<file path="config.mk">
export PLATFORM = sky130hd
export DESIGN_NAME = string_to_unsigned_parser_core
export DESIGN_NICKNAME = d
export VERILOG_FILES = /design/src/stup_pkg.sv /design/src/stup_front.sv /design/src/stup_back.sv /design/src/string_to_unsigned_parser_core.sv
export SDC_FILE = /design/constraint.sdc
export NUM_CORES = 2
export LEC_CHECK = 0
export BUFFER_PORTS_ARGS = -buffer_cell sky130_fd_sc_hd__buf_2
export CAP_MARGIN = 10
export CORE_UTILIZATION = 55
export DETAILED_ROUTE_END_ITERATION = 8
export PLACE_DENSITY = 0.7
export SYNTH_ARGS = -nofsm -noshare
export SYNTH_HDL_FRONTEND = slang
export SYNTH_SLANG_ARGS = --single-unit
</file>
<file path="constraint.sdc">
create_clock -name clock -period 24.9 [get_ports clock]
set_input_delay 3.735 -clock clock [delete_from_list [all_inputs] [get_ports clock]]
set_output_delay 3.735 -clock clock [all_outputs]
set_load 0.005 [all_outputs]
</file>
<file path="src/stup_pkg.sv">
// ----------------------------------------------------------------------------
// stup_pkg
// Shared types and constants of the unsigned integer string parser.
// ----------------------------------------------------------------------------
`default_nettype none

package stup_pkg;

   localparam int VALUE_WIDTH = 64;
   localparam int MAX_LEN     = 4096;
   localparam int POS_WIDTH   = 12;
   localparam int OFFSET_MAX  = (MAX_LEN - 1 < 4095) ? (MAX_LEN - 1) : 4095;
   localparam int PROD_WIDTH  = VALUE_WIDTH + 7;

   localparam int RADIX_WIDTH = 6;
   localparam int DIGIT_WIDTH = 6;
   localparam logic [DIGIT_WIDTH-1:0] DIGIT_NONE = 6'd36;
   localparam logic [RADIX_WIDTH-1:0] RADIX_AUTO = 6'd0;
   localparam logic [RADIX_WIDTH-1:0] RADIX_MAX  = 6'd36;
   localparam logic [RADIX_WIDTH-1:0] BASE_OCT   = 6'd8;
   localparam logic [RADIX_WIDTH-1:0] BASE_DEC   = 6'd10;
   localparam logic [RADIX_WIDTH-1:0] BASE_HEX   = 6'd16;

   localparam logic [1:0] ST_OK       = 2'd0;
   localparam logic [1:0] ST_NO_NUM   = 2'd1;
   localparam logic [1:0] ST_OVERFLOW = 2'd2;
   localparam logic [1:0] ST_BAD_BASE = 2'd3;

   // register index on the configuration port
   localparam logic REG_RADIX = 1'b0;

   typedef enum logic [2:0] {
      PH_IDLE,
      PH_LEAD,
      PH_SIGNED,
      PH_ZERO,
      PH_ZEROX,
      PH_DIGITS
   } phase_type;

   // one classified character as it travels from front to back
   typedef struct packed {
      logic                   first;
      logic [RADIX_WIDTH-1:0] radix;
      logic [DIGIT_WIDTH-1:0] digit;
      logic                   is_space;
      logic                   is_minus;
      logic                   is_plus;
      logic                   is_zero;
      logic                   is_x;
   } class_type;

endpackage

`default_nettype wire

</file>
<file path="src/stup_front.sv">
// ----------------------------------------------------------------------------
// stup_front
// Accepts characters, classifies them and holds them in a short queue.
// ----------------------------------------------------------------------------
`default_nettype none

module stup_front
   import stup_pkg::*;
(
   input  wire logic                   clock,
   input  wire logic                   reset,
   input  wire logic                   push,
   output logic                        full,
   input  wire logic [7:0]             req_character,
   input  wire logic                   req_first,
   input  wire logic [RADIX_WIDTH-1:0] radix,
   output logic                        q_valid,
   output class_type                   q_data,
   input  wire logic                   q_take
);

   localparam int DEPTH = 4;
   localparam int AW    = $clog2(DEPTH);

   class_type         slot_ff [DEPTH];
   logic [AW-1:0]     wptr_ff, wptr_in;
   logic [AW-1:0]     rptr_ff, rptr_in;
   logic [AW:0]       count_ff, count_in;
   class_type         cls;
   logic              accept;

   always_comb begin
      cls          = '0;
      cls.first    = req_first;
      cls.radix    = radix;
      cls.is_space = (req_character inside {8'd32, [8'd9:8'd13]});
      cls.is_minus = (req_character == "-");
      cls.is_plus  = (req_character == "+");
      cls.is_zero  = (req_character == "0");
      cls.is_x     = (req_character == "x") || (req_character == "X");
      if (req_character inside {["0":"9"]}) begin
         cls.digit = DIGIT_WIDTH'(req_character - 8'("0"));
      end else if (req_character inside {["a":"z"]}) begin
         cls.digit = DIGIT_WIDTH'(req_character - 8'("a") + 8'd10);
      end else if (req_character inside {["A":"Z"]}) begin
         cls.digit = DIGIT_WIDTH'(req_character - 8'("A") + 8'd10);
      end else begin
         cls.digit = DIGIT_NONE;
      end
   end

   assign full    = (count_ff == (AW+1)'(DEPTH));
   assign accept  = push && !full;
   assign q_valid = (count_ff != '0);
   assign q_data  = slot_ff[rptr_ff];

   always_comb begin
      wptr_in  = wptr_ff + AW'(accept);
      rptr_in  = rptr_ff + AW'(q_take);
      count_in = count_ff + (AW+1)'(accept) - (AW+1)'(q_take);
   end

   always_ff @(posedge clock) begin
      if (reset) begin
         wptr_ff  <= '0;
         rptr_ff  <= '0;
         count_ff <= '0;
      end else begin
         wptr_ff  <= wptr_in;
         rptr_ff  <= rptr_in;
         count_ff <= count_in;
      end
   end

   always_ff @(posedge clock) begin
      if (accept) begin
         slot_ff[wptr_ff] <= cls;
      end
   end

endmodule

`default_nettype wire

</file>
<file path="src/stup_back.sv">
// ----------------------------------------------------------------------------
// stup_back
// Runs the parse on classified characters and queues the results.
// ----------------------------------------------------------------------------
`default_nettype none

module stup_back
   import stup_pkg::*;
(
   input  wire logic        clock,
   input  wire logic        reset,
   input  wire logic        q_valid,
   input  wire class_type   q_data,
   output logic             q_take,
   output logic             empty,
   input  wire logic        pop,
   output logic [63:0]      rsp_value,
   output logic [1:0]       rsp_status,
   output logic [11:0]      rsp_end_offset
);

   localparam int DEPTH = 2;
   localparam int AW    = $clog2(DEPTH);

   phase_type               phase_ff, phase_in;
   logic                    neg_ff, neg_in;
   logic [RADIX_WIDTH-1:0]  base_ff, base_in;
   logic [VALUE_WIDTH-1:0]  acc_ff, acc_in;
   logic [POS_WIDTH-1:0]    pos_ff, pos_in;
   logic                    ovf_ff, ovf_in;

   logic                    emit;
   logic [VALUE_WIDTH-1:0]  res_value;
   logic [1:0]              res_status;
   logic [POS_WIDTH-1:0]    res_offset;
   logic                    do_start, do_digit, count_pos;
   logic [PROD_WIDTH-1:0]   sum;

   logic [63:0]             val_ff  [DEPTH];
   logic [1:0]              stat_ff [DEPTH];
   logic [11:0]             off_ff  [DEPTH];
   logic [AW-1:0]           wptr_ff, rptr_ff;
   logic [AW:0]             count_ff;
   logic                    out_full, out_pop;

   assign out_full = (count_ff == (AW+1)'(DEPTH));
   assign q_take   = q_valid && !out_full;

   always_comb begin
      phase_in   = phase_ff;
      neg_in     = neg_ff;
      base_in    = base_ff;
      acc_in     = acc_ff;
      pos_in     = pos_ff;
      ovf_in     = ovf_ff;
      emit       = 1'b0;
      res_value  = '0;
      res_status = ST_OK;
      res_offset = '0;
      do_start   = 1'b0;
      do_digit   = 1'b0;
      count_pos  = 1'b0;
      sum        = '0;
      if (q_take) begin
         count_pos = 1'b1;
         if (q_data.first) begin
            neg_in  = 1'b0;
            acc_in  = '0;
            ovf_in  = 1'b0;
            pos_in  = '0;
            base_in = q_data.radix;
            phase_in = PH_LEAD;
            if (q_data.radix == 6'd1 || q_data.radix > RADIX_MAX) begin
               emit       = 1'b1;
               res_status = ST_BAD_BASE;
               phase_in   = PH_IDLE;
               count_pos  = 1'b0;
            end
         end
         if (count_pos) begin
            case (phase_in)
               PH_LEAD: begin
                  if (q_data.is_space) begin
                     // skip leading whitespace
                  end else if (q_data.is_minus) begin
                     neg_in   = 1'b1;
                     phase_in = PH_SIGNED;
                  end else if (q_data.is_plus) begin
                     phase_in = PH_SIGNED;
                  end else begin
                     do_start = 1'b1;
                  end
               end
               PH_SIGNED: do_start = 1'b1;
               PH_ZERO: begin
                  if (q_data.is_x) begin
                     base_in  = BASE_HEX;
                     phase_in = PH_ZEROX;
                  end else begin
                     if (base_in == RADIX_AUTO) begin
                        base_in = BASE_OCT;
                     end
                     do_digit = 1'b1;
                  end
               end
               PH_ZEROX: begin
                  if (q_data.digit < 6'(BASE_HEX)) begin
                     acc_in   = VALUE_WIDTH'(q_data.digit);
                     phase_in = PH_DIGITS;
                  end else begin
                     // number is the lone zero; end points at the x
                     emit     = 1'b1;
                     phase_in = PH_IDLE;
                     if (pos_in >= POS_WIDTH'(OFFSET_MAX) || pos_in == '0) begin
                        res_offset = pos_in;
                     end else begin
                        res_offset = pos_in - 1'b1;
                     end
                  end
               end
               PH_DIGITS: do_digit = 1'b1;
               default: count_pos = 1'b0;
            endcase

            if (do_start) begin
               if (base_in == RADIX_AUTO && !q_data.is_zero) begin
                  base_in = BASE_DEC;
               end
               if (q_data.is_zero && (base_in == RADIX_AUTO || base_in == BASE_HEX)) begin
                  acc_in   = '0;
                  phase_in = PH_ZERO;
               end else if (q_data.digit < base_in) begin
                  acc_in   = VALUE_WIDTH'(q_data.digit);
                  phase_in = PH_DIGITS;
               end else begin
                  emit       = 1'b1;
                  res_status = ST_NO_NUM;
                  phase_in   = PH_IDLE;
               end
            end

            if (do_digit) begin
               if (q_data.digit < base_in) begin
                  phase_in = PH_DIGITS;
                  if (!ovf_in) begin
                     sum = PROD_WIDTH'(acc_in) * PROD_WIDTH'(base_in)
                         + PROD_WIDTH'(q_data.digit);
                     if (sum[PROD_WIDTH-1:VALUE_WIDTH] != '0) begin
                        ovf_in = 1'b1;
                     end else begin
                        acc_in = sum[VALUE_WIDTH-1:0];
                     end
                  end
               end else begin
                  emit       = 1'b1;
                  phase_in   = PH_IDLE;
                  res_offset = pos_in;
                  if (ovf_in) begin
                     res_value  = '1;
                     res_status = ST_OVERFLOW;
                  end else begin
                     res_value = neg_in ? (VALUE_WIDTH'(0) - acc_in) : acc_in;
                  end
               end
            end

            if (count_pos && pos_in < POS_WIDTH'(OFFSET_MAX)) begin
               pos_in = pos_in + 1'b1;
            end
         end
      end
   end

   always_ff @(posedge clock) begin
      if (reset) begin
         phase_ff <= PH_IDLE;
         neg_ff   <= 1'b0;
         base_ff  <= '0;
         acc_ff   <= '0;
         pos_ff   <= '0;
         ovf_ff   <= 1'b0;
      end else begin
         phase_ff <= phase_in;
         neg_ff   <= neg_in;
         base_ff  <= base_in;
         acc_ff   <= acc_in;
         pos_ff   <= pos_in;
         ovf_ff   <= ovf_in;
      end
   end

   // result queue
   assign empty          = (count_ff == '0);
   assign out_pop        = pop && !empty;
   assign rsp_value      = val_ff[rptr_ff];
   assign rsp_status     = stat_ff[rptr_ff];
   assign rsp_end_offset = off_ff[rptr_ff];

   always_ff @(posedge clock) begin
      if (reset) begin
         wptr_ff  <= '0;
         rptr_ff  <= '0;
         count_ff <= '0;
      end else begin
         wptr_ff  <= wptr_ff + AW'(emit);
         rptr_ff  <= rptr_ff + AW'(out_pop);
         count_ff <= count_ff + (AW+1)'(emit) - (AW+1)'(out_pop);
      end
   end

   always_ff @(posedge clock) begin
      if (emit) begin
         val_ff[wptr_ff]  <= 64'(res_value);
         stat_ff[wptr_ff] <= res_status;
         off_ff[wptr_ff]  <= 12'(res_offset);
      end
   end

endmodule

`default_nettype wire

</file>
<file path="src/string_to_unsigned_parser_core.sv">
// ----------------------------------------------------------------------------
// string_to_unsigned_parser_core
// Streaming string to unsigned integer parser, one character per word.
// ----------------------------------------------------------------------------
//   channel   handshake             payload
//   input     push / full           req_character, req_first
//   result    empty / pop           rsp_value, rsp_status, rsp_end_offset
//   config    psel/penable/pwrite   paddr, pwdata, prdata (radix at 0)
//
// One character per cycle while the result queue has room; the back end does
// one 64x6 multiply-add per cycle, and a character's result is queued in the
// cycle after it is taken. Reset is synchronous and clears both queues and the
// parse state. A stalled result side fills the 2-entry result queue and then
// the 4-entry character queue before full rises.
// ----------------------------------------------------------------------------
`default_nettype none

module string_to_unsigned_parser_core
   import stup_pkg::*;
(
   input  wire logic        clock,
   input  wire logic        reset,
   input  wire logic        push,
   output logic             full,
   input  wire logic [7:0]  req_character,
   input  wire logic        req_first,
   output logic             empty,
   input  wire logic        pop,
   output logic [63:0]      rsp_value,
   output logic [1:0]       rsp_status,
   output logic [11:0]      rsp_end_offset,
   input  wire logic        psel,
   input  wire logic        penable,
   input  wire logic        pwrite,
   input  wire logic [2:0]  paddr,
   input  wire logic [31:0] pwdata,
   output logic [31:0]      prdata,
   output logic             pready
);

   logic [RADIX_WIDTH-1:0] radix_ff;
   logic                   q_valid, q_take;
   class_type              q_data;

   assign pready = 1'b1;

   always_ff @(posedge clock) begin
      if (reset) begin
         radix_ff <= '0;
      end else if (psel && penable && pwrite && paddr[2] == REG_RADIX) begin
         radix_ff <= pwdata[RADIX_WIDTH-1:0];
      end
   end

   always_comb begin
      prdata = '0;
      if (paddr[2] == REG_RADIX) begin
         prdata = 32'(radix_ff);
      end
   end

   stup_front u_front (
      .clock         (clock),
      .reset         (reset),
      .push          (push),
      .full          (full),
      .req_character (req_character),
      .req_first     (req_first),
      .radix         (radix_ff),
      .q_valid       (q_valid),
      .q_data        (q_data),
      .q_take        (q_take)
   );

   stup_back u_back (
      .clock          (clock),
      .reset          (reset),
      .q_valid        (q_valid),
      .q_data         (q_data),
      .q_take         (q_take),
      .empty          (empty),
      .pop            (pop),
      .rsp_value      (rsp_value),
      .rsp_status     (rsp_status),
      .rsp_end_offset (rsp_end_offset)
   );

endmodule

`default_nettype wire

</file>
==> summary.md <==
| Metric | Value |
|---|---|
| # DRC | 0 |
| M2 GR Usage | 46.91% |
| Total track usage | 29.01% |
| Worst r2r src | u_front.rptr_ff[1] |
| CP max stage delay | 0.83 ns |
| DR pass1 iterations | 6 |
| DP Wirelength | 58490 um |
| Overflow after GRT | 0 |
| Synth cell count leaders | 267 x and2_1, 253 x fa_1, 240 x nor2_1, 235 x a21oi_1, 228 x edfxtp_1 |
| # Post-CTS Setup Buffers | 0 |
| Largest net degree at the start of global routing | 79 |
| Worst-path fanout max | 58 |
| Num CTS Buffers | 38 |
| WHS Path Cells | 1 |
| Netlist cell types | 93 |
| Met1 usage | 40.00% |
| Hold_sp | u_back.acc_ff[63] |
| CTS tree | yes |
| CTS Root Buffer Type | clkbuf_16 |
| Top-count cell post-synth | and2_1 |
| Vias/cell | 6.318 |
| Skew final | 0.02973 ns |
| Global-route wire length before repair | 128900 um |
| RR Endpoint | u_back.acc_ff[32] |
| Final hold vios | 0 |
| Required time of the critical path | 25.35 ns |
| Setup TNS | 0 ns |
| Ys Warns | 0 |
| CP Capture Type | register |
| TritonCTS Sinks | 332 |
| Vias in the first global route | 23720 |
| P per Cell Area | 83.95 nW/um^2 |
| CTS max path bufs | 3 |
| IO buf count | 108 |
| Initial cell density of the core | 55.83% |
| Outcome | finished, final reports clean |
| Hold endpoint | u_back.acc_ff[63] |
| Syn Inst Count | 3068 |
| Util after Layout | 59.49% |
| Rows | 85 |
| R2R depth | 34 |
| GR Util met3 | 4.775% |
| H-Tree Depth | 2 |
| Die X | 236.0 um |
| Post-CTS Resized | 0 |
| Final GP Congestion | 0.9894 |
| EDFF count, synth | 228 |
| Worst EP arrival | 12.65 ns |
| Count of final setup violators | 0 |
| Slowest-stage cell, CP | or4b_1 |
| Final wirelength | 79870 um |
| LEAKAGE | 14.42 nW |
| Peak VDD IR | 0.07953 mV |
| Post-synthesis async set-or-reset flop share | 0% |
| Starting DRT DRC Count | 2560 |
| Post-synthesis sequential area ratio | 29.66% |
| MaxCap Viol Count | 0 |
| Via Count | 23650 |
| CP startpoint kind | register |
| RSZ-0062 raised after global routing | false |
| Top cells by area, synth | edfxtp_1 23%, fa_1 17%, ha_1 7.6% |
| Layout cell share with drive strength beyond 1 | 11.55% |
| Max_slew headroom | 29.83% |
| Area grow syn2layout | 6.554% |
| Post-CTS Hold Buffers | 0 |
| Net count, final | 3507 |
| Slew Limit Fails | 0 |
| Core footprint | 53920 sq um |
| Setup CP Type | reg -> reg |
| Chip height | 236.0 um |
| Area leader, netlist | edfxtp_1 |
| Clock latency on the worst-skew pair | 0.57 ns |
| Io pins | 164 |
| Period utilization | 49.00% |
| Routed len/inst | 21.33 um |
| Initial antenna violation count | 0 |
| Syn_area_per_cell | 9.813 sq um |
| Post-route ant nets | 0 |
| ANT cells | 0 |
| Reg2reg setup slack | 12.70 ns |
| Peak Freq | 81.96 MHz |
| Die area | 55680 sq um |
| Synth Register Bits | 332 |
| Clk slew on worst S/H paths | 0.06 ns |
| Most Crowded Layer GR | met2 |
| Worst min-delay path category | reg -> reg |
| Tmin final | 12.20 ns |
| Syn Std Cell Area | 30110 sq um |
| Worst slew pin tran | 1.051 ns |
| Top-area cell type share of the netlist area | 22.74% |
| Main synth FF type | edfxtp_1 |
==> flip-flops by register name, summed over array words and instances, names as in the netlist, 2 cells and up <==
name	cells
u_back.stat_ff	4
u_front.slot_ff	72
u_back.val_ff	128
radix_ff	6
u_back.phase_ff	3
u_back.pos_ff	12
u_front.wptr_ff	2
u_back.off_ff	24
u_front.count_ff	3
u_back.count_ff	2
u_back.acc_ff	64
u_back.base_ff	6
u_front.rptr_ff	2
==> power breakdown <==
part / leakage, nW / internal [mW] / total [mW] / switching, mW
registers: 2.90 / 0.716 / 0.755 / 0.0393
clock network: 0.614 / 0.335 / 0.566 / 0.231
logic: 10.9 / 0.420 / 1.37 / 0.951
total: 14.4 / 1.47 / 2.69 / 1.22
==> worst max-delay path: cells and delay by family (launching register included) <==
kind	cells	cell delay, ns
multiplexers	2	0.97
AND/OR/NAND/NOR	13	3.72
buffers and inverters	3	1.11
flip-flops	1	0.31
AO/OA/AOI/OAI	10	3.38
adder cells (fa/ha/maj)	6	2.53
==> how the worst max path moves through the flow <==
stage / startpoint / end / slack (ns) / cells past startpoint
5_1_grt: u_front.rptr_ff[0] / u_back.acc_ff[23] / 12.14 / 34
6_report: u_front.rptr_ff[1] / u_back.acc_ff[32] / 12.70 / 34
3_3_place_gp: u_front.rptr_ff[1] / u_back.acc_ff[29] / 13.00 / 35
4_1_cts: u_front.rptr_ff[0] / u_back.acc_ff[32] / 12.84 / 35
3_5_place_dp: u_front.rptr_ff[1] / u_back.acc_ff[41] / 12.89 / 35
2_1_floorplan: u_front.rptr_ff[1] / u_back.acc_ff[42] / 14.72 / 40
==> per-stage QoR <==
step	total power, mW	instances	setup WS, ns	hold WS [ns]	instance area (sq um)
finish	2.693	3744	12.70	0.4849	32080
global route	2.838	3744	12.14	0.5013	32080
CTS	2.683	3744	12.84	0.4821	32080
detailed placement	2.111	3677	12.89	0.4681	30820
global placement	2.074	3677	13.00	0.4651	30820
floorplan	1.674	3093	14.72	0.4450	30200
==> layout by cell type, fill, tap and decap left out, drive strengths merged, types with 56 or more instances in the layout <==
master / netlist / layout
a21o: 57 / 57
a21oi: 237 / 237
a22o: 67 / 67
and2: 267 / 267
and3: 71 / 71
buf: 61 / 139
dfxtp: 104 / 104
edfxtp: 228 / 228
fa: 253 / 253
ha: 182 / 182
inv: 95 / 99
mux2: 80 / 80
nand2: 186 / 186
nor2: 241 / 241
nor3: 56 / 56
o21ai: 123 / 123
==> kinds of logic after synthesis <==
family / count (synthesis) / share of synthesized area, %
simple gates: 1052 / 18.24
compound gates: 684 / 14.86
fa+ha+maj: 435 / 24.39
buf+inv: 347 / 4.941
flops: 332 / 29.66
mux: 125 / 5.236
xor+xnor: 91 / 2.647
other cells: 2 / 0.02494
==> layer usage <==
| metal | routed length, um | vias to the layer above | share of wire (%) |
|---|---|---|---|
| met1 | 34360 | 11720 | 43 |
| met3 | 5910 | 157 | 7.4 |
| li1 | - | 10770 | - |
| met2 | 37320 | 1004 | 47 |
| met4 | 2282 | 0 | 2.9 |
| met5 | 0 | - | 0 |
==> layout make-up <==
type	count	area, sq um
Sequential cell	332	8932
Fill cell	4456	21840
Inverter	96	360.3
Timing Repair Buffer	139	773.2
Clock buffer	43	1011
Multi-Input combinational cell	2414	19890
Tap cell	696	870.8
Clock inverter	24	244.0
No activity file was read; power rests on OpenSTA's default activity.
